$ cat src/lkvc_pkg.sv
// ----------------------------------------------------------------------------
// lkvc_pkg
// Shared types and constants for the LRU key/value cache.
// ----------------------------------------------------------------------------
package lkvc_pkg;

    localparam int KEY_W = 32;
    localparam int VAL_W = 32;
    localparam int CAP_W = 5;

    localparam logic [CAP_W-1:0] CAP_RESET = 5'd16;

    // register indexes
    localparam logic REG_CAPACITY = 1'b0;

    // opcodes
    localparam logic OP_GET = 1'b0;
    localparam logic OP_PUT = 1'b1;

    // control broadcast from the sequencer to every cell
    typedef struct packed {
        logic clear;   // drop all entries
        logic look;    // compare request key, latch match
        logic update;  // apply the request
        logic put;     // request is a put
        logic hit;     // some cell matched
        logic evict;   // insert must drop the least recent entry
    } cell_ctl_t;

endpackage

$ cat src/lru_key_value_cache_core.sv
// ----------------------------------------------------------------------------
// lru_key_value_cache_core
// Fully associative key/value cache with least-recently-used replacement,
// built as a row of entry cells under a small sequencer.
//
// Channel   Dir  Handshake          Content
// s_axis    in   s_tvalid/s_tready  tuser: opcode; tdata: key, write value
// m_axis    out  m_tvalid/m_tready  tuser: hit; tdata: read value
// apb       in   psel/penable       capacity register at address 0
//
// Each transaction has a look step, which compares the key in every cell,
// then an update step, which ripples hit/rank/free-slot through the row and
// updates the cells. A new request can be taken in the update step (when it
// is not stalled), so the next request is accepted as the last one finishes.
// The result register holds one finished result; the update stalls while it
// is still full. Reset (and a capacity write) drops all entries at once.
// ----------------------------------------------------------------------------
module lru_key_value_cache_core #(
    parameter int ENTRIES = 16
) (
    input  logic        clk,
    input  logic        rst_n,
    // request stream
    input  logic        s_tvalid,
    output logic        s_tready,
    input  logic [63:0] s_tdata,   // [31:0] lookup_key, [63:32] write_value
    input  logic [0:0]  s_tuser,   // [0] opcode
    // result stream
    output logic        m_tvalid,
    input  logic        m_tready,
    output logic [31:0] m_tdata,   // [31:0] read_value
    output logic [0:0]  m_tuser,   // [0] hit
    // configuration
    input  logic        psel,
    input  logic        penable,
    input  logic        pwrite,
    input  logic [2:0]  paddr,
    input  logic [31:0] pwdata,
    output logic [31:0] prdata,
    output logic        pready
);

    localparam int RANK_W = (ENTRIES > 1) ? $clog2(ENTRIES) : 1;
    localparam int OCC_W  = $clog2(ENTRIES + 1);
    localparam int CMP_W  = (OCC_W > lkvc_pkg::CAP_W) ? OCC_W : lkvc_pkg::CAP_W;

    localparam logic REG_CAPACITY_BIT = lkvc_pkg::REG_CAPACITY;

    typedef enum logic [1:0] {
        ST_IDLE,
        ST_LOOK,
        ST_UPDATE
    } state_t;

    state_t                           state_reg;
    logic                             op_reg;
    logic [lkvc_pkg::KEY_W-1:0]       key_reg;
    logic [lkvc_pkg::VAL_W-1:0]       wval_reg;
    logic [lkvc_pkg::CAP_W-1:0]       cap_reg;
    logic [OCC_W-1:0]                 occ_reg;
    logic                             m_tvalid_reg;
    logic                             hit_reg;
    logic [lkvc_pkg::VAL_W-1:0]       rdata_reg;

    logic                             s_accept;
    logic                             out_free;
    logic                             do_update;
    logic                             cfg_write;
    logic [CMP_W-1:0]                 cap_ext;
    logic [CMP_W-1:0]                 occ_ext;
    logic [CMP_W-1:0]                 limit;
    logic                             full;
    logic                             hit;
    logic                             evict;
    logic [RANK_W-1:0]                found_rank;
    logic [RANK_W-1:0]                evict_rank;
    lkvc_pkg::cell_ctl_t              ctl;

    logic [ENTRIES:0]                 hit_chain;
    logic [ENTRIES:0]                 free_chain;
    logic [lkvc_pkg::VAL_W-1:0]       value_chain [ENTRIES+1];
    logic [RANK_W-1:0]                rank_chain  [ENTRIES+1];

    assign out_free  = !m_tvalid_reg || m_tready;
    assign do_update = (state_reg == ST_UPDATE) && out_free;
    assign s_tready  = (state_reg == ST_IDLE) || do_update;
    assign s_accept  = s_tvalid && s_tready;
    assign cfg_write = psel && penable && pwrite && (paddr[2] == REG_CAPACITY_BIT);

    assign pready = 1'b1;
    assign prdata = {{(32 - lkvc_pkg::CAP_W){1'b0}}, cap_reg};

    assign m_tvalid = m_tvalid_reg;
    assign m_tdata  = rdata_reg;
    assign m_tuser  = hit_reg;

    // capacity clamped to 1 .. ENTRIES
    assign cap_ext = CMP_W'(cap_reg);
    assign occ_ext = CMP_W'(occ_reg);
    always_comb
    begin
        if (cap_reg == '0)
            limit = CMP_W'(1);
        else if (cap_ext > CMP_W'(ENTRIES))
            limit = CMP_W'(ENTRIES);
        else
            limit = cap_ext;
    end

    assign full       = (occ_ext >= limit) && (occ_reg != '0);
    assign hit        = hit_chain[ENTRIES];
    assign found_rank = rank_chain[ENTRIES];
    assign evict      = (op_reg == lkvc_pkg::OP_PUT) && !hit && full;
    assign evict_rank = RANK_W'(occ_reg - 1'b1);

    always_comb
    begin
        ctl.clear  = cfg_write;
        ctl.look   = (state_reg == ST_LOOK);
        ctl.update = do_update;
        ctl.put    = (op_reg == lkvc_pkg::OP_PUT);
        ctl.hit    = hit;
        ctl.evict  = evict;
    end

    assign hit_chain[0]   = 1'b0;
    assign free_chain[0]  = 1'b0;
    assign value_chain[0] = '0;
    assign rank_chain[0]  = '0;

    for (genvar i = 0; i < ENTRIES; i++)
    begin : g_cell
        lkvc_cell #(
            .RANK_W (RANK_W)
        ) u_cell (
            .clk        (clk),
            .rst_n      (rst_n),
            .ctl        (ctl),
            .req_key    (key_reg),
            .req_value  (wval_reg),
            .found_rank (found_rank),
            .evict_rank (evict_rank),
            .hit_in     (hit_chain[i]),
            .free_in    (free_chain[i]),
            .value_in   (value_chain[i]),
            .rank_in    (rank_chain[i]),
            .hit_out    (hit_chain[i+1]),
            .free_out   (free_chain[i+1]),
            .value_out  (value_chain[i+1]),
            .rank_out   (rank_chain[i+1])
        );
    end

    always_ff @(posedge clk)
    begin
        if (s_accept)
        begin
            op_reg   <= s_tuser[0];
            key_reg  <= s_tdata[31:0];
            wval_reg <= s_tdata[63:32];
        end
    end

    always_ff @(posedge clk or negedge rst_n)
    begin
        if (!rst_n)
        begin
            state_reg    <= ST_IDLE;
            cap_reg      <= lkvc_pkg::CAP_RESET;
            occ_reg      <= '0;
            m_tvalid_reg <= 1'b0;
            rdata_reg    <= '0;
            hit_reg      <= 1'b0;
        end
        else
        begin
            if (cfg_write)
            begin
                cap_reg <= pwdata[lkvc_pkg::CAP_W-1:0];
                occ_reg <= '0;
            end
            else if (do_update && op_reg == lkvc_pkg::OP_PUT && !hit && !evict)
            begin
                occ_reg <= occ_reg + 1'b1;
            end

            if (do_update)
            begin
                rdata_reg <= (hit && op_reg == lkvc_pkg::OP_GET) ?
                             value_chain[ENTRIES] : '0;
                hit_reg   <= hit;
            end

            if (do_update)
                m_tvalid_reg <= 1'b1;
            else if (m_tready)
                m_tvalid_reg <= 1'b0;

            case (state_reg)
                ST_IDLE:
                begin
                    if (s_accept)
                        state_reg <= ST_LOOK;
                end
                ST_LOOK:
                begin
                    state_reg <= ST_UPDATE;
                end
                ST_UPDATE:
                begin
                    if (s_accept)
                        state_reg <= ST_LOOK;
                    else if (do_update)
                        state_reg <= ST_IDLE;
                end
                default:
                begin
                    state_reg <= ST_IDLE;
                end
            endcase
        end
    end

endmodule

$ cat src/lkvc_cell.sv
// ----------------------------------------------------------------------------
// lkvc_cell
// One cache entry: key, value, valid mark and recency rank, with ripple
// links to its neighbors for hit, read data, matched rank and free slot.
// ----------------------------------------------------------------------------
module lkvc_cell #(
    parameter int RANK_W = 4
) (
    input  logic                      clk,
    input  logic                      rst_n,
    input  lkvc_pkg::cell_ctl_t       ctl,
    input  logic [lkvc_pkg::KEY_W-1:0] req_key,
    input  logic [lkvc_pkg::VAL_W-1:0] req_value,
    input  logic [RANK_W-1:0]         found_rank,
    input  logic [RANK_W-1:0]         evict_rank,
    input  logic                      hit_in,
    input  logic                      free_in,
    input  logic [lkvc_pkg::VAL_W-1:0] value_in,
    input  logic [RANK_W-1:0]         rank_in,
    output logic                      hit_out,
    output logic                      free_out,
    output logic [lkvc_pkg::VAL_W-1:0] value_out,
    output logic [RANK_W-1:0]         rank_out
);

    logic [lkvc_pkg::KEY_W-1:0] key_reg;
    logic [lkvc_pkg::VAL_W-1:0] value_reg;
    logic                       valid_reg;
    logic [RANK_W-1:0]          rank_reg;
    logic                       match_reg;

    logic evict_me;
    logic my_free;
    logic take;
    logic insert;

    assign insert   = ctl.put && !ctl.hit;
    assign evict_me = ctl.evict && valid_reg && (rank_reg == evict_rank);
    assign my_free  = !valid_reg || evict_me;
    assign take     = my_free && !free_in;

    assign hit_out   = hit_in | match_reg;
    assign free_out  = free_in | my_free;
    assign value_out = value_in | (match_reg ? value_reg : '0);
    assign rank_out  = rank_in | (match_reg ? rank_reg : '0);

    always_ff @(posedge clk)
    begin
        if (ctl.update && insert && take)
        begin
            key_reg   <= req_key;
            value_reg <= req_value;
        end
        else if (ctl.update && ctl.put && match_reg)
        begin
            value_reg <= req_value;
        end
    end

    always_ff @(posedge clk or negedge rst_n)
    begin
        if (!rst_n)
        begin
            valid_reg <= 1'b0;
            rank_reg  <= '0;
            match_reg <= 1'b0;
        end
        else if (ctl.clear)
        begin
            valid_reg <= 1'b0;
            rank_reg  <= '0;
            match_reg <= 1'b0;
        end
        else if (ctl.look)
        begin
            match_reg <= valid_reg && (key_reg == req_key);
        end
        else if (ctl.update)
        begin
            match_reg <= 1'b0;
            if (ctl.hit)
            begin
                if (match_reg)
                    rank_reg <= '0;
                else if (valid_reg && rank_reg < found_rank)
                    rank_reg <= rank_reg + 1'b1;
            end
            else if (insert)
            begin
                if (take)
                begin
                    valid_reg <= 1'b1;
                    rank_reg  <= '0;
                end
                else if (evict_me)
                begin
                    valid_reg <= 1'b0;
                    rank_reg  <= '0;
                end
                else if (valid_reg)
                begin
                    rank_reg <= rank_reg + 1'b1;
                end
            end
        end
    end

endmodule

$ cat config.mk
export PLATFORM = sky130hd
export DESIGN_NAME = lru_key_value_cache_core
export DESIGN_NICKNAME = d
export VERILOG_FILES = /design/src/lkvc_pkg.sv /design/src/lru_key_value_cache_core.sv /design/src/lkvc_cell.sv
export SDC_FILE = /design/constraint.sdc
export NUM_CORES = 2
export LEC_CHECK = 0
export BUFFER_PORTS_ARGS = -buffer_cell sky130_fd_sc_hd__buf_2
export CAP_MARGIN = 20
export CORE_MARGIN = 2
export CORE_UTILIZATION = 44
export DETAILED_ROUTE_END_ITERATION = 6
export PLACE_DENSITY = 0.62
export SETUP_SLACK_MARGIN = 0.2
export SYNTH_ARGS = -nofsm -noshare
export SYNTH_HDL_FRONTEND = slang
export SYNTH_SLANG_ARGS = --single-unit
$ cat constraint.sdc
create_clock -name clk -period 12.5 [get_ports clk]
set_clock_uncertainty 0.05 [all_clocks]
set_input_delay 1.875 -clock clk [delete_from_list [all_inputs] [get_ports clk]]
set_output_delay 1.875 -clock clk [all_outputs]
set_load 0.01 [all_outputs]
# --- Word level (Yosys, flattened, before mapping) ---
# Index checks and enable logic that the tools add are counted.
word_totals:
  regBits: 1231
  word_cells: 886
classes:
  n_bitwise: 61
  order_cmp: 18
  add_sub_neg: 18
  eq_ne: 54
  mux: 380
  n_reduce_logical: 266
op_table:
  columns: ["op", "count"]
  rows:
  - ["32-bit two-way mux", 49]
  - ["4-bit two-way mux", 176]
  - ["32-bit equality test", 16]
  - ["32-bit OR", 15]
  - ["5-bit AND reduction", 32]
  - ["1-bit two-way mux", 147]
  - ["1-bit logical AND", 124]
  - ["5-bit nonzero test", 17]
  - ["4-bit by 1-bit adder with 4-bit output (second input constant)", 16]
  - ["4-bit equality test", 16]
  - ["4-bit < comparator", 16]
  - ["4-bit by 2-bit != test with 1-bit output (second input constant)", 16]
  - ["4-bit OR", 15]
  - ["3-bit nonzero test", 18]
  - ["2-bit nonzero test", 20]
  - ["1-bit logical NOT", 34]
  - ["1-bit OR", 29]
  - ["5-bit two-way mux", 4]
  - ["1-bit logical OR", 18]
  - ["2-bit two-way mux", 3]
  - ["2-bit != test (second input constant)", 3]
  - ["2-bit case mux with 3 select lines", 1]
  - ["5-bit by 1-bit adder with 5-bit output (second input constant)", 1]
  - ["5-bit greater-or-equal comparator", 1]
  - ["9 further kinds", 10]

# --- Logic depth before layout (Yosys ltp) ---
depth:
  ltp_word: 43
  ltp_mapped: 16

# --- Modules after synthesis ---
# Synthesis repeated with hierarchy kept, for this count alone.
unflattened:
  hier_cells: 3655
  area_unflattened_um2: 53879.2
by_module_without_submodules:
  columns: ["mod", "seq_area_each_um2", "cells_each", "area_per_inst_um2", "n_inst"]
  rows:
  - ["lkvc_cell at g_cell[13].u_cell ...", 2072.0, 207, 3099.2, 12]
  - ["lkvc_cell at g_cell[0].u_cell ...", 2072.0, 210, 3100.5, 4]
  - ["lru_key_value_cache_core", 3104.2, 331, 4286.6, 1]

# --- Worst setup path before layout ---
# OpenSTA, ideal clock, no wires.
synth_timing:
  path_kind: "flip-flop to flip-flop"
  start: "register occ_reg[0] (netlist: occ_ext[0])"
  end: "register g_cell[11].u_cell.value_reg[0] in the netlist's numbering (enable)"
  setup_time_ns: 0.388
  t_arrival_ns: 8.971
  required_ns: 12.062
  setup_slack_ns: 3.091
  path_stages_with_launch: 16
  period_less_slack_ns: 9.409
  n_path_buf: 4
  path_cell_list: "dfrtp_1 > buf_2 > buf_2 > inv_1 > ha_1 > buf_4 > xnor2_1 > buf_6 > xnor2_1 > nor3_2 > nor4b_4 > a21oi_1 > nor2b_1 > nand2_1 > a2111oi_0 > a21o_1"
synth_via:
  elab_chain_len: 20
  elab_cells_between_ends: 67
  cone_classes: "1 x add/sub; 1 x order compare; 12 x eq/ne; 10 x bitwise; 43 x reduce/logical"
synth_lines:
  columns: ["element", "line_no", "source"]
  rows:
  - ["from (decl)", "lru_key_value_cache_core.sv:60", "logic [OCC_W-1:0] occ_reg;"]
  - ["from (signal assigned)", "lru_key_value_cache_core.sv:184", "occ_reg <= occ_reg + 1'b1;"]
  - ["branches (longest 17 deep; another with 4-bit by 1-bit subtractor with 4-bit output)", null, null]
  - ["1-bit logical AND (*)", "lkvc_cell.sv:40", "assign take = my_free && !free_in;"]
  - ["1-bit logical AND (*)", "lkvc_cell.sv:49", "if (ctl.update && insert && take)"]
  - ["2-bit nonzero test (no line) (*)", null, null]
  - ["to (signal assigned)", "lkvc_cell.sv:52", "value_reg <= req_value;"]
  - ["to (signal assigned)", "lkvc_cell.sv:56", "value_reg <= req_value;"]
  - ["to (decl)", "lkvc_cell.sv:27", "logic [lkvc_pkg::VAL_W-1:0] value_reg;"]
# Every way passes the cells marked *.
# A chain may end at the register's enable or synchronous reset.

# --- Worst setup path after layout ---
layout_timing:
  start: "register occ_reg[0] (netlist: occ_ext[0])"
  end: "register g_cell[14].u_cell.value_reg[5] in the netlist's numbering (enable)"
layout_via:
  elab_chain_len: 23
  elab_cells_between_ends: 82
  cone_classes: "1 x add/sub; 1 x order compare; 15 x eq/ne; 13 x bitwise; 52 x reduce/logical"
layout_lines:
  columns: ["element", "line_no"]
  rows:
  - ["branches (longest 20 deep; another with 4-bit by 1-bit subtractor with 4-bit output)", null]
  - ["1-bit logical AND (*)", "lkvc_cell.sv:40"]
  - ["1-bit logical AND (*)", "lkvc_cell.sv:49"]
  - ["2-bit nonzero test (no line) (*)", null]
  - ["to (signal assigned)", "lkvc_cell.sv:52"]
  - ["to (signal assigned)", "lkvc_cell.sv:56"]
  - ["to (decl)", "lkvc_cell.sv:27"]
# Marks and branches as above.

==> flow_metrics.env <==
export IMPL_fin_nets=3692
export IMPL_place_gp_congestion=0.925
export IMPL_ys_seq_area_frac=0.702
export IMPL_relSlewSlack=0.251
export IMPL_dpl_cell_area_um2=54200
export IMPL_end_kind="register"
export IMPL_synth_top_area_cell="edfxtp_1"
export IMPL_first_pass_iters=5
export IMPL_ios=175
export IMPL_hold_viol=0
export IMPL_yosysMostFrequentCell="edfxtp_1"
export IMPL_powerDensity_nw_per_um2=161
export IMPL_vias=30300
export IMPL_setup_tns_ns=0
export IMPL_cp_max_fo=33
export IMPL_dieArea_um2=120000
export IMPL_fill_cells=9670
export IMPL_ys_flop_type="edfxtp_1"
export IMPL_root_buffer="clkbuf_16"
export IMPL_cpPeakStageDelay_ns=0.99
export IMPL_die_x_um=346
export IMPL_drive_above_1_share=0.134
export IMPL_rsz0062_at_grt="no"
export IMPL_synth_top_area_share=0.634
export IMPL_maxSlewViolCount=0
export IMPL_power_leakage_nw=20.2
export IMPL_cts_buffers=130
export IMPL_finalCritPeriodShare=0.480
export IMPL_synthCells=3337
export IMPL_crit_chain="buf_4, inv_1, ha_1, xnor2_1, nor2_1, and4_1, a31oi_1, o211ai_1, nor3b_1, nand3_1, nor2_4, a21o_2, buf_4"
export IMPL_diodes=0
export IMPL_cts_resized=0
export IMPL_post_cts_buffers=0
export IMPL_die_h_um=346
export IMPL_clk_latency_ns=0.75
export IMPL_gr_total_overflow=0
export IMPL_core_area_um2=116000
export IMPL_grt_pass1_wl_mm=202
export IMPL_drv_cap=0
export IMPL_start_util=0.444
export IMPL_grt_max_degree=57
export IMPL_cp_common_cell="buf_4"
export IMPL_cts_sinks=1231
export IMPL_synth_area_um2=51600
export IMPL_tightest_slew_ns=1.12
export IMPL_grt_pass1_vias=29700
export IMPL_cp_required_ns=12.81
export IMPL_stdcell_count=5141
export IMPL_ys_warn_count=0
export IMPL_drt_iter0_markers=2881
export IMPL_placed_cells=4902
export IMPL_syn_to_final_growth_pct=13.2
export IMPL_remaining_drc_errors=0
export IMPL_port_buffers=117
export IMPL_wl_per_cell_um=26.7
export IMPL_startpoint_type="register"
export IMPL_hold_path_class="reg -> reg"
export IMPL_final_area_um2=58400
export IMPL_clockBufferDepth=3
export IMPL_dp_hpwl_mm=74.2
export IMPL_finalCriticalPeriod_ns=6.00
export IMPL_antenna_found_initial=0
export IMPL_synth_commonest_cells="1089 x edfxtp_1, 425 x xor2_1, 175 x a22o_1"
export IMPL_synth_seq_cells=1231
export IMPL_hold_buffers=0
export IMPL_max_freq_ghz=0.167
export IMPL_setup_viol=0
export IMPL_drt_antenna_violating_nets=0
export IMPL_track_usage=0.228
export IMPL_path_class="reg -> reg"
export IMPL_vias_per_cell=5.90
export IMPL_synth_avg_cell_area_um2=15.5
export IMPL_synth_cell_types=98
export IMPL_tritoncts="done"
export IMPL_async_flop_share=0.115
export IMPL_wl_mm=137
export IMPL_arrival_ns=6.31
export IMPL_power_mw=9.40
export IMPL_cts_max_level=4
export IMPL_ir_drop_mv=0.140
export IMPL_crit_path_top_delay_cell="ha_1"
export IMPL_path_clk_slew_ns=0.06
export IMPL_rows=125
export IMPL_synth_edff_count=1089
export IMPL_synth_area_top_cells="edfxtp_1 63%, xor2_1 7.2%, dfrtp_1 6.8%"
export IMPL_outcome="complete, no violations"
==> critical path, delay by kind of cell, from the launching register on <==
kind / cells / cell delay (ns)
AO/OA/AOI/OAI: 3 / 0.82
XOR/XNOR: 1 / 0.20
adder cells (fa/ha/maj): 1 / 0.99
buffers and inverters: 3 / 1.12
flip-flops: 1 / 0.32
AND/OR/NAND/NOR: 5 / 2.09
==> metrics by stage <==
stage / util / worst slack [ns] / hold WS [ns]
5_1_grt: 0.503 / 6.25 / 0.464
2_1_floorplan: - / 3.09 / 0.456
6_report: 0.503 / 6.50 / 0.446
3_3_place_gp: 0.467 / 6.06 / 0.420
3_5_place_dp: 0.467 / 5.87 / 0.434
4_1_cts: 0.502 / 6.57 / 0.447
==> layer usage <==
layer | global-route usage | routed length (um)
met1 | 0.317 | 58800
met2 | 0.370 | 65200
met3 | 0.0328 | 9180
met4 | 0.0733 | 3900
met5 | 0 | 0
==> cell usage in the layout (no fill, tap or decap), types with 25 or more instances in the layout <==
cell,n
nor2_1,63
dfrtp_1,125
nor3_1,57
a22o_1,175
clkbuf_16,132
xnor2_1,126
ha_1,72
buf_4,92
nand4_1,92
o21a_1,26
xor2_1,425
conb_1,28
clkbuf_1,34
a21oi_1,41
nor4_1,92
nand3_1,56
nand2_1,117
buf_2,116
nand2b_1,25
o21ai_0,74
inv_1,46
a221oi_1,138
edfxtp_1,1089
==> worst paths after layout <==
kind | start | endpoint | cells after the start | slack, ns
worst max-delay path | occ_ext[0]$_DFFE_PN0P_ | g_cell[14].u_cell.value_reg[5]$_DFFE_PP_ | 13 | 6.50
worst min-delay path | m_tuser$_DFFE_PN0P_ | m_tuser$_DFFE_PN0P_ | 2 | 0.45
worst max register to register | occ_ext[0]$_DFFE_PN0P_ | g_cell[14].u_cell.value_reg[5]$_DFFE_PP_ | 13 | 6.50
worst min register to register | m_tuser$_DFFE_PN0P_ | m_tuser$_DFFE_PN0P_ | 2 | 0.45
max in group asynchronous | rst_n | g_cell[12].u_cell.match_reg$_DFFE_PN0P_ | 2 | 10.22
min in group asynchronous | rst_n | m_tvalid$_DFFE_PN0P_ | 1 | 0.98
==> cell families (layout without fill, tap and decap cells) <==
group,count (synthesis),after routing,share of synthesized area
buffers and inverters,242,496,0.0208
other,2,28,0.000146
flip-flops,1231,1231,0.702
adder cells (fa/ha/maj),72,72,0.0175
AO/OA/AOI/OAI,621,621,0.0943
XOR/XNOR,569,569,0.101
AND/OR/NAND/NOR,595,595,0.0627
multiplexers,5,5,0.00107
==> power by group <==
| group | switching [mW] | internal (mW) |
|---|---|---|
| combinational | 0.566 | 0.354 |
| sequential | 0.169 | 4.59 |
| clock | 1.61 | 2.11 |
| total | 2.34 | 7.05 |
==> area by class of cell <==
type | count | area [um2] | share of cell area
inverters | 47 | 176 | 0.00302
multi-input cells | 1890 | 14600 | 0.250
well taps | 1524 | 1910 | 0.0326
flip-flops and latches | 1231 | 36300 | 0.621
clock inverters | 67 | 654 | 0.0112
clock buffers | 169 | 3470 | 0.0594
repair buffers | 213 | 1360 | 0.0232
No activity file was read; power rests on OpenSTA's default activity.
